File: config.mk
export PLATFORM = sky130hd
export DESIGN_NAME = sdf_cell
export DESIGN_NICKNAME = d
export VERILOG_FILES = /design/src/rtl/sdf_pkg.sv /design/src/rtl/sdf_cell.sv
export SDC_FILE = /design/constraint.sdc
export NUM_CORES = 1
export LEC_CHECK = 0
export ABC_AREA = 1
export BUFFER_PORTS_ARGS = -buffer_cell sky130_fd_sc_hd__buf_2
export CORE_UTILIZATION = 42
export CTS_BUF_LIST = sky130_fd_sc_hd__clkbuf_4 sky130_fd_sc_hd__clkbuf_8
export DETAILED_ROUTE_END_ITERATION = 7
export PLACE_DENSITY_LB_ADDON = 0.2
export SLEW_MARGIN = 0
export SYNTH_ARGS = -nofsm -noshare
export SYNTH_HDL_FRONTEND = slang
export SYNTH_SLANG_ARGS = --single-unit
File: constraint.sdc
create_clock -name clk_i -period 4.3 [get_ports clk_i]
set_clock_uncertainty 0.2 [all_clocks]
set_input_delay 0.215 -clock clk_i [delete_from_list [all_inputs] [get_ports clk_i]]
set_output_delay 0.215 -clock clk_i [all_outputs]
set_load 0.01 [all_outputs]
File: src/rtl/sdf_pkg.sv
// Shared types for the stream duplicate filter: the beat token that walks the cell row.
package sdf_pkg;

  localparam int unsigned ValueW = 32;

  typedef struct packed {
    logic              vld;
    logic [ValueW-1:0] value;
    logic              last;
    logic              found;
    logic              stored;
  } sdf_token_t;

endpackage

File: src/rtl/sdf_cell.sv
// One table cell: holds one stored value, compares or captures the passing token.
module sdf_cell
  import sdf_pkg::*;
(
  input  logic       clk_i,
  input  logic       rst_ni,
  input  logic       en_i,
  input  logic       live_i,
  input  sdf_token_t token_i,
  output sdf_token_t token_o
);

  sdf_token_t        token_q;
  logic [ValueW-1:0] entry_q;
  logic              hit;
  logic              capture;

  assign hit     = token_q.vld && live_i && (entry_q == token_q.value);
  assign capture = token_q.vld && !live_i && !token_q.found && !token_q.stored;

  always_comb begin
    token_o        = token_q;
    token_o.found  = token_q.found | hit;
    token_o.stored = token_q.stored | capture;
  end

  always_ff @(posedge clk_i or negedge rst_ni) begin
    if (!rst_ni) begin
      token_q <= '0;
    end else if (en_i) begin
      token_q <= token_i;
    end
  end

  always_ff @(posedge clk_i) begin
    if (en_i && capture) begin
      entry_q <= token_q.value;
    end
  end

endmodule

==> results of run 1 <==
## worst max-delay path by stage
stage / start / to / slack, ps / cells past startpoint
6_report: token_o[31] / token_o[1] / 2350 / 11
5_1_grt: token_o[24] / token_o[1] / 2170 / 11
2_1_floorplan: token_q[1] / entry_q[0] / 1800 / 3
3_5_place_dp: en_i / entry_q[12] / 1980 / 4
4_1_cts: token_o[31] / token_o[1] / 2300 / 11
3_3_place_gp: en_i / entry_q[7] / 2010 / 4
## where the power goes
part | internal [W] | switching, W
registers | 0.000726 | 0.0000363
clock network | 0.000268 | 0.000229
logic | 0.0000949 | 0.0000912
total | 0.00109 | 0.000357
## kinds of logic after synthesis
| logic type | synth area share (%) |
|---|---|
| mux | 5.10 |
| flops | 60.3 |
| compound gates | 4.37 |
| xor+xnor | 3.40 |
| buf+inv | 14.2 |
| simple gates | 12.6 |
## worst reg2reg max path: cells and delay by family, from the launching register on
kind,cells,cell delay (ps)
flip-flops,1,380
AND/OR/NAND/NOR,3,870
## layout make-up
cell class	instances	area, sq um
Multi-Input combinational cell	152	796
Tap cell	96	120
Clock inverter	6	55.1
Sequential cell	68	1860
Fill cell	621	3080
Clock buffer	10	131
Inverter	40	150
Timing Repair Buffer	113	753
## through the flow
step	power [W]	hold WS, ps	worst slack (ps)	utilization, %
after floorplan	0.000901	-281	1800	-
after global placement	0.000936	160	2010	47.7
after detailed placement	0.000940	175	1980	47.7
after CTS	0.00146	293	2300	55.7
after global routing	0.00152	312	2170	55.7
final	0.00145	293	2350	55.7
## cells in the final DEF, fill, tap and decap left out
master and count:
o21ai_0 24, a21oi_2 1, xnor2_1 10, nand4_1 5, mux2_2 14, clkinv_2 2, nor2_1 15, edfxtp_1 32
o22ai_1 1, clkbuf_8 9, nand3_1 2, clkbuf_4 1, dlygate4sd3_1 37, nor2_4 1, bufinv_16 1, nand2_1 77
xor2_1 2, buf_2 75, clkinvlp_4 1, dfrtp_1 36, buf_4 1, clkinv_1 2, inv_1 40
## per-layer routing
layer	vias to the layer above	global-route usage [%]
met1	967	20.4
met5	-	0
met4	0	9.24
met2	45	25.4
met3	12	3.49
li1	1089	-
## registers in the layout, summed over array words and instances, names as in the netlist
| name | flops |
|---|---|
| entry_q | 32 |
| token_o | 34 |
| token_q | 2 |
## timing repair
action / 4_1_cts / 5_1_grt
hold endpoints to repair: 72 / 0
hold buffers: 37 / 0
setup buffers: 0 / 0
==> flow_metrics.env, run 1 <==
export IMPL_dp_cells=432
export IMPL_crit_arrival_ps=1530
export IMPL_critPathKind="flop to output pin"
export IMPL_cts_tree="yes"
export IMPL_wl_met3_microns=209
export IMPL_leakagePower_nw=1.80
export IMPL_die_area_sq_um=7700
export IMPL_grt_antenna_before_repair=0
export IMPL_cp_cell_sequence="inv_1, nand2_1, nand2_1, nor2_1, nand2_1, nor2_1, nand2_1, nor2_1, nand2_1, nand2_1, buf_2"
export IMPL_hold_violations=0
export IMPL_port_buffers=75
export IMPL_die_h_microns=87.8
export IMPL_initial_core_util_pct=44.5
export IMPL_critical_path_buf_inv_count=2
export IMPL_synth_commonest_cells="nand2_1 (77), inv_1 (40), buf_4 (36), dfrtp_1 (36), edfxtp_1 (32)"
export IMPL_top_layer="met4"
export IMPL_detail_route_wl_per_cell_microns=11.7
export IMPL_final_nets=424
export IMPL_drive_above_1_share_pct=27.2
export IMPL_seq_area_frac_synth_pct=60.3
export IMPL_boundaryPins=76
export IMPL_finish_instance_area_sq_um=3870
export IMPL_crit_path_top_delay_cell="dfrtp_1"
export IMPL_h_tree_depth=3
export IMPL_rrSetupSlack_ps=2460
export IMPL_period_share_pct=45.3
export IMPL_powerDensity_nw_per_um2=374
export IMPL_tns_ps=0
export IMPL_max_cap_violations=0
export IMPL_drc=0
export IMPL_hp_start="en_i"
export IMPL_clkSlewWorstSetupHoldPaths_ps=70
export IMPL_dr_pass1_iters=6
export IMPL_vdd_ir_drop_max_mv=0.232
export IMPL_async_flop_share_pct=52.9
export IMPL_syn_area_per_cell_sq_um=10.3
export IMPL_cpMostUsedCell="nand2_1"
export IMPL_rows=30
export IMPL_gp_congestion=0.693
export IMPL_r2r_start="token_q[1]"
export IMPL_min_path_type="primary input to flop"
export IMPL_areaGrowthSynthToFinish_pct=25.2
export IMPL_route_antenna_remaining_nets=0
export IMPL_min_path_cells=4
export IMPL_cts_buffers=9
export IMPL_rr_worst_depth=3
export IMPL_synth_area_leaders="edfxtp_1 (31%), dfrtp_1 (29%), nand2_1 (9.4%)"
export IMPL_fmax_mhz=513
export IMPL_crit_fanout=4
export IMPL_grt_pass1_wl_mm=9.18
export IMPL_core_area_sq_um=6940
export IMPL_clockRootBuffer="clkbuf_8"
export IMPL_instances_no_fill=485
export IMPL_slew_limit_headroom_pct=42.0
export IMPL_critPathLaunchType="flop"
export IMPL_drv_slew=0
export IMPL_met2_length_mm=2.66
export IMPL_fp_dieW_microns=87.8
export IMPL_final_min_clock_period_ps=1950
export IMPL_worstMarginPinSlew_ps=867
export IMPL_grtUsageTotal_pct=16.0
export IMPL_via_per_inst=4.36
export IMPL_netlist_area_sq_um=3090
export IMPL_setup_viol_count_final=0
export IMPL_met1_length_mm=2.65
export IMPL_cts_buffer_depth=2
export IMPL_grt_pass1_vias=2042
export IMPL_via_count=2113
export IMPL_cts_resized=0
export IMPL_cts_sinks=68
export IMPL_dr_first_iter_drc_count=68
export IMPL_drt_total_wl_mm=5.66
export IMPL_worstReg2RegEnd="entry_q[14]"
export IMPL_yosys_area_top_type_share_pct=31.1
export IMPL_yosysMostFrequentCell="nand2_1"
export IMPL_placed_area_sq_um=3310
export IMPL_critical_path_top_delay_family="simple AND/OR/NAND/NOR gates"
export IMPL_antenna_cells=0
export IMPL_synth_cells=300
export IMPL_clk_latency_ps=330
export IMPL_yosys_warnings=0
export IMPL_grt_max_degree=60
export IMPL_rsz0062_at_grt="false"
export IMPL_holdPathEnd="token_o[20]"
export IMPL_synth_enable_flop_cells=32
export IMPL_grt_overflow=0
export IMPL_syn_nets=340
export IMPL_slowest_delay_ps=400
export IMPL_critical_path_required_ps=3880
export IMPL_ys_types=16
export IMPL_crit_path_end_kind="output pin"
export IMPL_synth_seq_cells=68
export IMPL_synth_top_area_cell="edfxtp_1"
export IMPL_status="complete, no violations"
export IMPL_hpwl_mm=3.71
export IMPL_synthFlopType="dfrtp_1"
Note: power is estimated with default switching activity, not from simulation.
==> run 2: changes to the inputs <==
- clock period: 4.3 -> 1.9 ns (I/O delays scaled with it)
==> run 2 against run 1 <==
Compared with the run above: via count up 2.2%; first-iteration DRC count grew 62%; clock-buffer cell count rose by 2; register-to-register slack got worse by 2000 ps; global-route usage grew 2.3 points; critical endpoint unchanged; largest cell class unchanged.
==> flow_metrics.env, run 2 (synthesis gave the netlist of run 1 again) <==
export IMPL_top_layer="met4"
export IMPL_rsz0062_at_grt="true"
export IMPL_die_h_microns=87.8
export IMPL_cp_cell_sequence="xnor2_1, nand2_1, nor2_1, nand2_1, nor2_2, nand2_1, nand2_1, buf_2"
export IMPL_cts_tree="yes"
export IMPL_drive_above_1_share_pct=31.8
export IMPL_cpMostUsedCell="nand2_1"
export IMPL_dp_cells=436
export IMPL_setup_ws_ps=34.3
export IMPL_critPathKind="flop to output pin"
export IMPL_rows=30
export IMPL_period_share_pct=98.2
export IMPL_detail_route_wl_per_cell_microns=12.5
export IMPL_slowest_delay_ps=400
export IMPL_antenna_cells=0
export IMPL_final_min_clock_period_ps=1870
export IMPL_hold_violations=0
export IMPL_hpwl_mm=3.85
export IMPL_boundaryPins=76
export IMPL_critPathLaunchType="flop"
export IMPL_fmax_mhz=536
export IMPL_drt_total_wl_mm=6.23
export IMPL_clk_latency_ps=340
export IMPL_initial_core_util_pct=44.5
export IMPL_clkSlewWorstSetupHoldPaths_ps=80
export IMPL_final_nets=438
export IMPL_crit_fanout=2
export IMPL_gp_congestion=0.725
export IMPL_wl_met3_microns=219
export IMPL_grtUsageTotal_pct=18.3
export IMPL_via_per_inst=4.33
export IMPL_powerDensity_nw_per_um2=816
export IMPL_dr_first_iter_drc_count=110
export IMPL_critical_path_required_ps=1600
export IMPL_dpl_worst_slack_ps=317
export IMPL_setup_viol_count_final=0
export IMPL_crit_arrival_ps=1570
export IMPL_port_buffers=75
export IMPL_max_cap_violations=0
export IMPL_critical_path_top_delay_family="simple AND/OR/NAND/NOR gates"
export IMPL_grt_pass1_wl_mm=10.3
export IMPL_fillCellCount=635
export IMPL_drv_slew=0
export IMPL_vdd_ir_drop_max_mv=0.438
export IMPL_grt_pass1_vias=2216
export IMPL_layout_common_cells="buf_2 (75), nand2_1 (74), dlygate4sd3_1 (40), inv_1 (38), dfrtp_1 (36)"
export IMPL_via_count=2159
export IMPL_instances_no_fill=499
export IMPL_h_tree_depth=3
export IMPL_areaGrowthSynthToFinish_pct=29.9
export IMPL_critical_path_buf_inv_count=1
export IMPL_fp_dieW_microns=87.8
export IMPL_final_common_cell="buf_2"
export IMPL_finish_utilization_pct=57.8
export IMPL_cts_buffers=9
export IMPL_grt_antenna_before_repair=0
export IMPL_worstMarginPinSlew_ps=278
export IMPL_route_antenna_remaining_nets=0
export IMPL_drc=0
export IMPL_clockRootBuffer="clkbuf_8"
export IMPL_slew_limit_headroom_pct=81.5
export IMPL_grt_max_degree=37
export IMPL_crit_path_top_delay_cell="dfrtp_1"
export IMPL_leakagePower_nw=1.86
export IMPL_dr_pass1_iters=6
export IMPL_met1_length_mm=2.91
export IMPL_die_area_sq_um=7700
export IMPL_min_path_type="primary input to asynchronous set/reset pin"
export IMPL_largest_register_ff_count=34
export IMPL_core_area_sq_um=6940
export IMPL_finalHoldWorstSlack_ps=41.3
export IMPL_cts_sinks=68
export IMPL_met2_length_mm=2.99
export IMPL_cts_buffer_depth=2
export IMPL_grt_overflow=0
export IMPL_crit_path_end_kind="output pin"
export IMPL_status="complete, no violations"
export IMPL_power_w=0.00327
run 2: cell count changes in the layout (fill, tap and decap cells not counted), moves of 2 or more:
| cell | before | now |
|---|---|---|
| buf_4 | 1 | 10 |
| buf_12 | 0 | 2 |
| clkinv_1 | 2 | 0 |
| inv_2 | 0 | 2 |
| nor2_2 | 0 | 4 |
| nand2_1 | 77 | 74 |
| nor2_1 | 15 | 11 |
| dlygate4sd3_1 | 37 | 40 |
| inv_1 | 40 | 38 |
| nand2_2 | 0 | 3 |
run 2: layer usage:
metal / up-vias / track usage (%)
met5: - / 0
met4: 0 / 8.94
met3: 8 / 4.62
met2: 46 / 29.2
met1: 994 / 23.4
li1: 1111 / -
run 2: through the flow:
| stage | setup TNS, ps | cell area (sq um) |
|---|---|---|
| 2_1_floorplan | 0 | 3100 |
| 3_3_place_gp | 0 | 3370 |
| 3_5_place_dp | 0 | 3370 |
| 4_1_cts | 0 | 3990 |
| 5_1_grt | -168 | 4010 |
| 6_report | 0 | 4010 |
run 2: path summary, 6_finish.rpt:
| check | from | slack [ps] | endpoint | cells after the start |
|---|---|---|---|---|
| max | token_o[23] | 30 | token_o[1] | 8 |
| min | rst_ni | 40 | token_o[8] | 3 |
| max reg2reg | token_q[1] | 450 | entry_q[6] | 4 |
| min reg2reg | token_o[8] | 290 | entry_q[5] | 0 |
| max in group asynchronous | rst_ni | 1250 | token_o[4] | 3 |
| min in group clk_i | live_i | 190 | entry_q[27] | 5 |
run 2: layout make-up:
class	instances	area (sq um)	share of cell area, %
timing repair buffer	127	891	22.2
multi-input combinational	152	813	20.3
tap	96	120	2.99
sequential	68	1860	46.4
clock buffer	12	153	3.80
inverter	40	150	3.74
clock inverter	4	25.0	0.623
run 2: what timing repair did:
action                                  CTS  global route
endpoints found under the setup margin    1             1
endpoints found under the hold margin    72             0
pin swaps                                 0             7
gates cloned                              0             0
setup buffers                             5             2
hold buffers                             40             0
gates resized for setup                   2             7
run 2: tightest hold or removal path, delay by kind of cell:
| family | cells | cell delay, ps |
|---|---|---|
| buffers and inverters | 3 | 860 |
run 2: power by group:
part	switching [W]	internal, W
clock network	0.000545	0.000534
logic	0.000230	0.000247
registers	0.0000742	0.00164
total	0.000849	0.00242
